[src/sv/pqm_pkg.sv]
package pqm_pkg;

	// width of the value fields on the ports
	localparam int FIELD_W = 32;

	typedef enum logic [4:0] {
		ST_IDLE,
		ST_PUSH0,
		ST_LOOP,
		ST_CK_RD,
		ST_CK_RUN,
		ST_POP_RD,
		ST_POP_DEC,
		ST_SW_RDF,
		ST_SW_RDM,
		ST_SW_WRF,
		ST_SW_WRM,
		ST_SC_RD,
		ST_SC_CMP,
		ST_SC_SWA,
		ST_SC_SWB,
		ST_FN_RD,
		ST_FN_WRF,
		ST_FN_WRE,
		ST_PUSH_R,
		ST_PUSH_L,
		ST_EM_RD,
		ST_EM_LD
	} pqm_state_t;

endpackage

[src/sv/pqm_ram.sv]
module pqm_ram #(
	parameter int WIDTH = 32,
	parameter int DEPTH = 64
) (
	input  logic                     clk,
	input  logic                     we,
	input  logic [$clog2(DEPTH)-1:0] waddr,
	input  logic [WIDTH-1:0]         wdata,
	input  logic                     re,
	input  logic [$clog2(DEPTH)-1:0] raddr,
	output logic [WIDTH-1:0]         rdata
);

	logic [WIDTH-1:0] mem [DEPTH];
	logic [WIDTH-1:0] rdata_q;

	always_ff @(posedge clk) begin
		if (we) begin
			mem[waddr] <= wdata;
		end
		// read data holds while re is low
		if (re) begin
			rdata_q <= mem[raddr];
		end
	end

	assign rdata = rdata_q;

endmodule

[src/sv/partial_quicksort_to_median_unit.sv]
// Loading: one cycle per value, in_ready high in idle.
// Sort: each median check streams the set and stops at the first violation; a partition of a
// range is popped, pivot swapped in from the middle, Lomuto-scanned, pivot placed, parts pushed.
// Output: one value per cycle while out_ready is high; block is busy until the last is loaded.
// Reset clears the sequencer, the item count, the stack pointer and out_valid; value and
// range RAM contents are undefined until written, and no clearing pass runs.
module partial_quicksort_to_median_unit #(
	parameter int MAX_ITEMS   = 64,
	parameter int VALUE_WIDTH = 32
) (
	input  logic                      clk,
	input  logic                      arst_n,
	input  logic [pqm_pkg::FIELD_W-1:0] item_value,
	input  logic                      item_last,
	input  logic                      in_valid,
	output logic                      in_ready,
	output logic [pqm_pkg::FIELD_W-1:0] out_value,
	output logic                      out_last,
	output logic                      out_valid,
	input  logic                      out_ready
);

	import pqm_pkg::*;

	localparam int IW = $clog2(MAX_ITEMS);     // index width
	localparam int CW = $clog2(MAX_ITEMS + 1); // count width
	localparam int VW = VALUE_WIDTH;
	localparam int SW = 2 * IW;                // stack entry: first, last

	// ---------------------------------------------------------------------------------------
	// State
	// ---------------------------------------------------------------------------------------
	pqm_state_t state_q, state_d;

	logic [CW-1:0] cnt_q, cnt_d;     // values held for the set being loaded
	logic [CW-1:0] n_q, n_d;         // set size being sorted / emitted
	logic [CW-1:0] sp_q, sp_d;       // ranges on the stack
	logic [IW-1:0] k_q, k_d;         // walking index (check, scan, emit)
	logic [IW-1:0] first_q, first_d; // current range
	logic [IW-1:0] last_q, last_d;
	logic [IW-1:0] edge_q, edge_d;   // Lomuto boundary
	logic [VW-1:0] opnd_q, opnd_d;   // compare operand: running prev in check, pivot in split
	logic [VW-1:0] tmp_q, tmp_d;     // held value for swaps

	logic                out_valid_q;
	logic [FIELD_W-1:0]  out_value_q, out_value_d;
	logic                out_last_q, out_last_d;
	logic                ld_out;

	// value RAM port
	logic          v_we, v_re;
	logic [IW-1:0] v_waddr, v_raddr;
	logic [VW-1:0] v_wdata, v_rdata;

	// range stack RAM port
	logic          s_we, s_re;
	logic [IW-1:0] s_waddr, s_raddr;
	logic [SW-1:0] s_wdata, s_rdata;

	// ---------------------------------------------------------------------------------------
	// Shared helpers
	// ---------------------------------------------------------------------------------------
	logic          lt;        // the one value comparator: read data below the operand
	logic          cnt_full;
	logic [CW-1:0] n_new;
	logic [CW-1:0] n_m1;
	logic [CW:0]   n_p1;
	logic [CW-1:0] m_c;       // median index (n+1)/2
	logic [CW-1:0] k_ext;
	logic          k_at_end;  // k is the last index of the set
	logic [IW:0]   sum_fl;
	logic [IW-1:0] mid_idx;
	logic [IW-1:0] k_inc;
	logic [IW-1:0] edge_inc;
	logic [CW-1:0] sp_m1;
	logic [IW-1:0] pop_first, pop_last;
	logic          push_r_ok, push_l_ok;

	assign lt        = v_rdata < opnd_q;
	assign cnt_full  = cnt_q == CW'(MAX_ITEMS);
	assign n_new     = cnt_full ? cnt_q : cnt_q + CW'(1);
	assign n_m1      = n_q - CW'(1);
	assign n_p1      = {1'b0, n_q} + (CW + 1)'(1);
	assign m_c       = n_p1[CW:1];
	assign k_ext     = CW'(k_q);
	assign k_at_end  = k_ext == n_m1;
	assign sum_fl    = {1'b0, first_q} + {1'b0, last_q};
	assign mid_idx   = sum_fl[IW:1];
	assign k_inc     = k_q + IW'(1);
	assign edge_inc  = edge_q + IW'(1);
	assign sp_m1     = sp_q - CW'(1);
	assign pop_first = s_rdata[SW-1:IW];
	assign pop_last  = s_rdata[IW-1:0];
	// right part (p+1, last) and left part (first, p-1) only when two or more elements
	assign push_r_ok = (({1'b0, edge_q} + (IW + 1)'(1)) < {1'b0, last_q})
		&& (sp_q < CW'(MAX_ITEMS));
	assign push_l_ok = (({1'b0, first_q} + (IW + 1)'(1)) < {1'b0, edge_q})
		&& (sp_q < CW'(MAX_ITEMS));

	// ---------------------------------------------------------------------------------------
	// Sequencer
	// ---------------------------------------------------------------------------------------
	always_comb begin
		state_d     = state_q;
		cnt_d       = cnt_q;
		n_d         = n_q;
		sp_d        = sp_q;
		k_d         = k_q;
		first_d     = first_q;
		last_d      = last_q;
		edge_d      = edge_q;
		opnd_d      = opnd_q;
		tmp_d       = tmp_q;
		out_value_d = out_value_q;
		out_last_d  = out_last_q;
		ld_out      = 1'b0;
		in_ready    = 1'b0;
		v_we        = 1'b0;
		v_waddr     = '0;
		v_wdata     = '0;
		v_re        = 1'b0;
		v_raddr     = '0;
		s_we        = 1'b0;
		s_waddr     = '0;
		s_wdata     = '0;
		s_re        = 1'b0;
		s_raddr     = '0;

		case (state_q)
			ST_IDLE: begin
				in_ready = 1'b1;
				if (in_valid) begin
					// values past the store size are dropped
					if (!cnt_full) begin
						v_we    = 1'b1;
						v_waddr = cnt_q[IW-1:0];
						v_wdata = VW'(item_value);
					end
					if (item_last) begin
						cnt_d   = '0;
						n_d     = n_new;
						sp_d    = '0;
						state_d = (n_new > CW'(1)) ? ST_PUSH0 : ST_EM_RD;
					end else begin
						cnt_d = n_new;
					end
				end
			end

			// whole set as the first range
			ST_PUSH0: begin
				s_we    = 1'b1;
				s_waddr = '0;
				s_wdata = {IW'(0), n_m1[IW-1:0]};
				sp_d    = CW'(1);
				state_d = ST_CK_RD;
			end

			ST_LOOP: begin
				state_d = (sp_q == '0) ? ST_EM_RD : ST_CK_RD;
			end

			// median check: one element a cycle, stop on the first violation
			ST_CK_RD: begin
				v_re    = 1'b1;
				v_raddr = '0;
				k_d     = '0;
				state_d = ST_CK_RUN;
			end

			ST_CK_RUN: begin
				if (k_q != '0 && lt) begin
					state_d = ST_POP_RD;
				end else if (k_at_end) begin
					state_d = ST_EM_RD;
				end else begin
					// operand freezes at element m for the tail
					if (k_ext <= m_c) begin
						opnd_d = v_rdata;
					end
					v_re    = 1'b1;
					v_raddr = k_inc;
					k_d     = k_inc;
				end
			end

			ST_POP_RD: begin
				s_re    = 1'b1;
				s_raddr = sp_m1[IW-1:0];
				sp_d    = sp_m1;
				state_d = ST_POP_DEC;
			end

			ST_POP_DEC: begin
				first_d = pop_first;
				last_d  = pop_last;
				if (pop_first >= pop_last || CW'(pop_last) >= n_q) begin
					state_d = ST_LOOP;
				end else begin
					state_d = ST_SW_RDF;
				end
			end

			// swap middle element to the front; it becomes the pivot
			ST_SW_RDF: begin
				v_re    = 1'b1;
				v_raddr = first_q;
				state_d = ST_SW_RDM;
			end

			ST_SW_RDM: begin
				tmp_d   = v_rdata;
				v_re    = 1'b1;
				v_raddr = mid_idx;
				state_d = ST_SW_WRF;
			end

			ST_SW_WRF: begin
				v_we    = 1'b1;
				v_waddr = first_q;
				v_wdata = v_rdata;
				opnd_d  = v_rdata;
				state_d = ST_SW_WRM;
			end

			ST_SW_WRM: begin
				v_we    = 1'b1;
				v_waddr = mid_idx;
				v_wdata = tmp_q;
				k_d     = first_q + IW'(1);
				edge_d  = first_q;
				state_d = ST_SC_RD;
			end

			// Lomuto scan over first+1 .. last
			ST_SC_RD: begin
				v_re    = 1'b1;
				v_raddr = k_q;
				state_d = ST_SC_CMP;
			end

			ST_SC_CMP: begin
				tmp_d = v_rdata;
				if (lt && edge_inc != k_q) begin
					edge_d  = edge_inc;
					v_re    = 1'b1;
					v_raddr = edge_inc;
					state_d = ST_SC_SWA;
				end else begin
					if (lt) begin
						edge_d = edge_inc;
					end
					if (k_q == last_q) begin
						state_d = ST_FN_RD;
					end else begin
						v_re    = 1'b1;
						v_raddr = k_inc;
						k_d     = k_inc;
					end
				end
			end

			ST_SC_SWA: begin
				v_we    = 1'b1;
				v_waddr = edge_q;
				v_wdata = tmp_q;
				state_d = ST_SC_SWB;
			end

			ST_SC_SWB: begin
				v_we    = 1'b1;
				v_waddr = k_q;
				v_wdata = v_rdata;
				if (k_q == last_q) begin
					state_d = ST_FN_RD;
				end else begin
					v_re    = 1'b1;
					v_raddr = k_inc;
					k_d     = k_inc;
					state_d = ST_SC_CMP;
				end
			end

			// pivot into its final place; front still holds the pivot
			ST_FN_RD: begin
				v_re    = 1'b1;
				v_raddr = edge_q;
				state_d = ST_FN_WRF;
			end

			ST_FN_WRF: begin
				v_we    = 1'b1;
				v_waddr = first_q;
				v_wdata = v_rdata;
				state_d = ST_FN_WRE;
			end

			ST_FN_WRE: begin
				v_we    = 1'b1;
				v_waddr = edge_q;
				v_wdata = opnd_q;
				state_d = ST_PUSH_R;
			end

			ST_PUSH_R: begin
				if (push_r_ok) begin
					s_we    = 1'b1;
					s_waddr = sp_q[IW-1:0];
					s_wdata = {edge_inc, last_q};
					sp_d    = sp_q + CW'(1);
				end
				state_d = ST_PUSH_L;
			end

			// left range pushed last so it is handled first
			ST_PUSH_L: begin
				if (push_l_ok) begin
					s_we    = 1'b1;
					s_waddr = sp_q[IW-1:0];
					s_wdata = {first_q, edge_q - IW'(1)};
					sp_d    = sp_q + CW'(1);
				end
				state_d = ST_LOOP;
			end

			ST_EM_RD: begin
				v_re    = 1'b1;
				v_raddr = '0;
				k_d     = '0;
				state_d = ST_EM_LD;
			end

			ST_EM_LD: begin
				if (!out_valid_q || out_ready) begin
					ld_out      = 1'b1;
					out_value_d = FIELD_W'(v_rdata);
					out_last_d  = k_at_end;
					if (k_at_end) begin
						state_d = ST_IDLE;
					end else begin
						v_re    = 1'b1;
						v_raddr = k_inc;
						k_d     = k_inc;
					end
				end
			end

			default: begin
				state_d = ST_IDLE;
			end
		endcase
	end

	always_ff @(posedge clk or negedge arst_n) begin
		if (!arst_n) begin
			state_q     <= ST_IDLE;
			cnt_q       <= '0;
			sp_q        <= '0;
			out_valid_q <= 1'b0;
		end else begin
			state_q <= state_d;
			cnt_q   <= cnt_d;
			sp_q    <= sp_d;
			if (ld_out) begin
				out_valid_q <= 1'b1;
			end else if (out_ready) begin
				out_valid_q <= 1'b0;
			end
		end
	end

	always_ff @(posedge clk) begin
		n_q         <= n_d;
		k_q         <= k_d;
		first_q     <= first_d;
		last_q      <= last_d;
		edge_q      <= edge_d;
		opnd_q      <= opnd_d;
		tmp_q       <= tmp_d;
		out_value_q <= out_value_d;
		out_last_q  <= out_last_d;
	end

	assign out_valid = out_valid_q;
	assign out_value = out_value_q;
	assign out_last  = out_last_q;

	// ---------------------------------------------------------------------------------------
	// Storage
	// ---------------------------------------------------------------------------------------
	pqm_ram #(
		.WIDTH(VW),
		.DEPTH(MAX_ITEMS)
	) u_value_ram (
		.clk  (clk),
		.we   (v_we),
		.waddr(v_waddr),
		.wdata(v_wdata),
		.re   (v_re),
		.raddr(v_raddr),
		.rdata(v_rdata)
	);

	pqm_ram #(
		.WIDTH(SW),
		.DEPTH(MAX_ITEMS)
	) u_stack_ram (
		.clk  (clk),
		.we   (s_we),
		.waddr(s_waddr),
		.wdata(s_wdata),
		.re   (s_re),
		.raddr(s_raddr),
		.rdata(s_rdata)
	);

	// ---------------------------------------------------------------------------------------
	// Checks
	// ---------------------------------------------------------------------------------------
	a_sp_bound: assert property (@(posedge clk) disable iff (!arst_n)
		sp_q <= CW'(MAX_ITEMS))
		else $error("range stack pointer past depth");

	a_pop_nonempty: assert property (@(posedge clk) disable iff (!arst_n)
		(state_q == ST_POP_RD) |-> (sp_q != '0))
		else $error("pop from empty range stack");

	a_scan_edge: assert property (@(posedge clk) disable iff (!arst_n)
		(state_q == ST_SC_CMP) |-> (edge_q >= first_q && edge_q < k_q && k_q <= last_q))
		else $error("partition boundary outside scanned part");

	a_set_restart: assert property (@(posedge clk) disable iff (!arst_n)
		(in_valid && in_ready && item_last) |=> (cnt_q == '0 && state_q != ST_IDLE))
		else $error("set end did not start sort/output");

endmodule
[config.mk]
export PLATFORM = sky130hd
export DESIGN_NAME = partial_quicksort_to_median_unit
export DESIGN_NICKNAME = d
export VERILOG_FILES = /design/src/sv/pqm_pkg.sv /design/src/sv/pqm_ram.sv /design/src/sv/partial_quicksort_to_median_unit.sv
export SDC_FILE = /design/constraint.sdc
export NUM_CORES = 2
export LEC_CHECK = 0
export BUFFER_PORTS_ARGS = -buffer_cell sky130_fd_sc_hd__buf_2
export CELL_PAD_IN_SITES_DETAIL_PLACEMENT = 0
export CELL_PAD_IN_SITES_GLOBAL_PLACEMENT = 2
export CORE_ASPECT_RATIO = 1.5
export CORE_MARGIN = 2
export CORE_UTILIZATION = 50
export DETAILED_ROUTE_END_ITERATION = 16
export PLACE_DENSITY_LB_ADDON = 0.2
export SKIP_CTS_REPAIR_TIMING = 1
export SLEW_MARGIN = 15
export SYNTH_ARGS = -nofsm -noshare
export SYNTH_HDL_FRONTEND = slang
export SYNTH_SLANG_ARGS = --single-unit
[constraint.sdc]
create_clock -name clk -period 11.9 [get_ports clk]
set_clock_uncertainty 0.2 [all_clocks]
set_input_delay 2.38 -clock clk [delete_from_list [all_inputs] [get_ports clk]]
set_output_delay 2.38 -clock clk [all_outputs]
set_load 0.02 [all_outputs]
==> flow_summary.ini <==
[clock_network]
cts_num_sinks = 3008
cts_tree = built
htree_levels = 5
cts-root-buf = clkbuf_16
cts.clk_slew.worst_paths_ns = 0.07
cts_made_buffers = 286
clk_latency_ns = 0.86
ctsLongestPathBuffers = 4

[sta]
layout_min_cycle_time_ns = 7.18
setup_viol = 0
tightestPinTransition_ns = 1.22
post-route-period-util_pct = 60.4
fin_setup_tns_ns = 0
rsz0062_at_grt = false
slew_violations = 0
relSlewSlack_pct = 18.3
whs_ns = 0.263
timing.fmax_mhz = 139
hold_viol_final = 0

[floorplanning]
die_w_um = 405
io_pins = 72
core_area_um2 = 239000
die_area_um2 = 245000
die_h_um = 605
placementRows = 220
start_util_pct = 50.3

[worst_setup_path]
end_kind = register
cp_data_required_time_ns = 12.30
path_class = register to register
crit_path_start = u_value_ram.rdata[15]
r2r_start = u_value_ram.rdata[15]
reg2reg_to = u_value_ram.rdata[4]
crit_arrival_ns = 7.59
critPathCapture = u_value_ram.rdata[4]
cp-start-kind = register
crit_path_max_fanout = 43
r2r_cells = 15
rrSetupSlack_ns = 4.72

[final_layout]
areaGrowthSynthToFinish_pct = 11.2
fin_util_pct = 56.0
n_fill_cell = 19100
drive_gt1_share_pct = 10.6
nets = 8380

[drt]
drt_iter0_markers = 8752
postRouteAntennaNets = 0
via_per_inst = 6.46
num_vias = 74900
dr.pass1.iters = 7
wl_per_cell_um = 32.7
drt_drc_violations_left = 0
wl_um = 378000

[logic_synthesis]
ys_seq_area_share_pct = 74.9
async_flop_share_pct = 0.665
netlist_instances = 8244
yosysWarnings = 0
synth.most_common_cell = edfxtp_1
dominantRegCellSynth = edfxtp_1
synth_area_um2 = 121000
synth-edff-count = 2988
yosys-top-cells-count = edfxtp_1 (2988), nand2_1 (1426), nor2_1 (690)
synthesis.nets = 8358
synth_top_area_cell = edfxtp_1
ys_ff_latch = 3008
ys_types = 77
avgSynthCellArea_um2 = 14.6
synth_area_leaders = edfxtp_1 (74%), nand2_1 (4.4%), mux2i_1 (2.8%)
synth_top_area_share_pct = 74.4

[power_and_ir_drop]
power_density_nw_per_um2 = 245
peakVddDrop_uv = 314
total_power_uw = 32900
p_leak_uw = 0.0460

[place]
place.gp.congestion = 0.831
portBuffers = 71
dp_hpwl_um = 209000

[global_route]
grt_pass1_wl_um = 533000
antenna_found_initial = 7
grt_usage_pct = 30.4
grt_pass1_vias = 72900
grt_max_degree = 193
overflow = 0

[status]
status = finished, final reports clean

[run]
drv_cap = 0

[worst_hold_path]
hp-class = register to register
worst max-delay path, stage by stage, from the launching register on:
cell and delay [ns]:
edfxtp_1 0.66, ha_1 0.46, nand4_1 0.11, nor3_1 0.43, or4b_1 0.54, a31oi_4 0.58, o311ai_2 0.32, o31a_1 0.18
buf_4 0.21, o21ai_4 0.14, buf_4 0.57, nand2_4 0.71, buf_4 0.57, o2111ai_1 0.45, nand4_1 0.28, mux2_2 0.33
how the worst min path moves through the flow:
| stage | depth (start not counted) | from | end | slack (ns) |
|---|---|---|---|---|
| finish | 0 | u_stack_ram.rdata[7] | first_q[1] | 0.26 |
| global route | 0 | u_stack_ram.rdata[10] | first_q[4] | 0.29 |
| CTS | 0 | u_stack_ram.rdata[7] | first_q[1] | 0.26 |
| detailed placement | 0 | u_stack_ram.rdata[10] | first_q[4] | 0.25 |
| global placement | 0 | u_stack_ram.rdata[7] | first_q[1] | 0.25 |
| floorplan | 0 | u_stack_ram.rdata[6] | first_q[0] | 0.23 |
area by class of cell:
type | count | area, µm² | share of cell area [%]
antenna | 3 | 7.51 | 0.00560
clock buffer | 356 | 7550 | 5.63
clock inverter | 141 | 1110 | 0.831
inverter | 76 | 285 | 0.213
multi-input combinational | 4589 | 28700 | 21.4
sequential | 3008 | 90200 | 67.3
tap | 3108 | 3890 | 2.90
timing repair buffer | 305 | 2300 | 1.72
where the power goes:
group | internal [µW] | leakage (µW) | switching [µW]
Combinational | 2570 | 0.0136 | 7610
Sequential | 13500 | 0.0282 | 488
Clock | 4820 | 0.00422 | 3920
Total | 20900 | 0.0460 | 12000
routing by layer:
metal	share of wire (%)	GRT usage, %	up-vias
met2	51	52.7	3373
met1	37	37.7	38600
li1	-	-	32100
met5	0.0034	0	-
met4	5.3	14.5	2
met3	6.9	3.92	798
sequential cells by signal, summed over array words and instances (netlist names), 5 cells and up:
signal             flops
k_q                    6
u_value_ram.mem     2048
sp_q                   7
edge_q                 6
last_q                 6
u_stack_ram.rdata     12
tmp_q                 32
cnt_q                  7
n_q                    7
u_stack_ram.mem      768
first_q                6
opnd_q                32
u_value_ram.rdata     32
state_q                5
out_value             32
through the flow:
step | instance area, µm² | cells | worst slack (ns)
after floorplan | 121000 | 8244 | 4.50
after detailed placement | 125000 | 11100 | 4.18
after global placement | 125000 | 11100 | 4.26
final | 134000 | 11600 | 4.72
after CTS | 134000 | 11600 | 4.79
after global routing | 134000 | 11600 | 4.51
cell families (layout without fill, tap and decap cells):
logic type      count (synthesis)  count (layout)  share of synthesized area [%]
simple gates                 2686            2686                           9.45
compound gates               1393            1393                           8.73
other cells                     0               3                              0
xor+xnor                       56              56                          0.453
fa+ha+maj                      78              78                          0.814
flops                        3008            3008                           74.9
mux                           376             376                           3.50
buf+inv                       647             878                           2.21
layout by cell type (no fill, tap or decap), types with 41 or more instances in the layout:
cell	n
nand4_1	251
a21oi_1	82
a32oi_1	230
o211ai_1	79
mux2i_1	336
clkbuf_1	64
buf_2	71
nor2_4	75
nand3_1	90
and3_1	112
a32o_1	60
o2111ai_1	65
a31oi_1	148
buf_4	219
ha_1	76
clkbuf_16	292
clkinv_1	57
inv_1	74
o22ai_1	106
o221ai_1	141
o21ai_0	146
nand2_1	1388
nor2_1	598
edfxtp_1	2988
clkinv_2	41
a211oi_1	157
(Power assumes the default switching activity.)
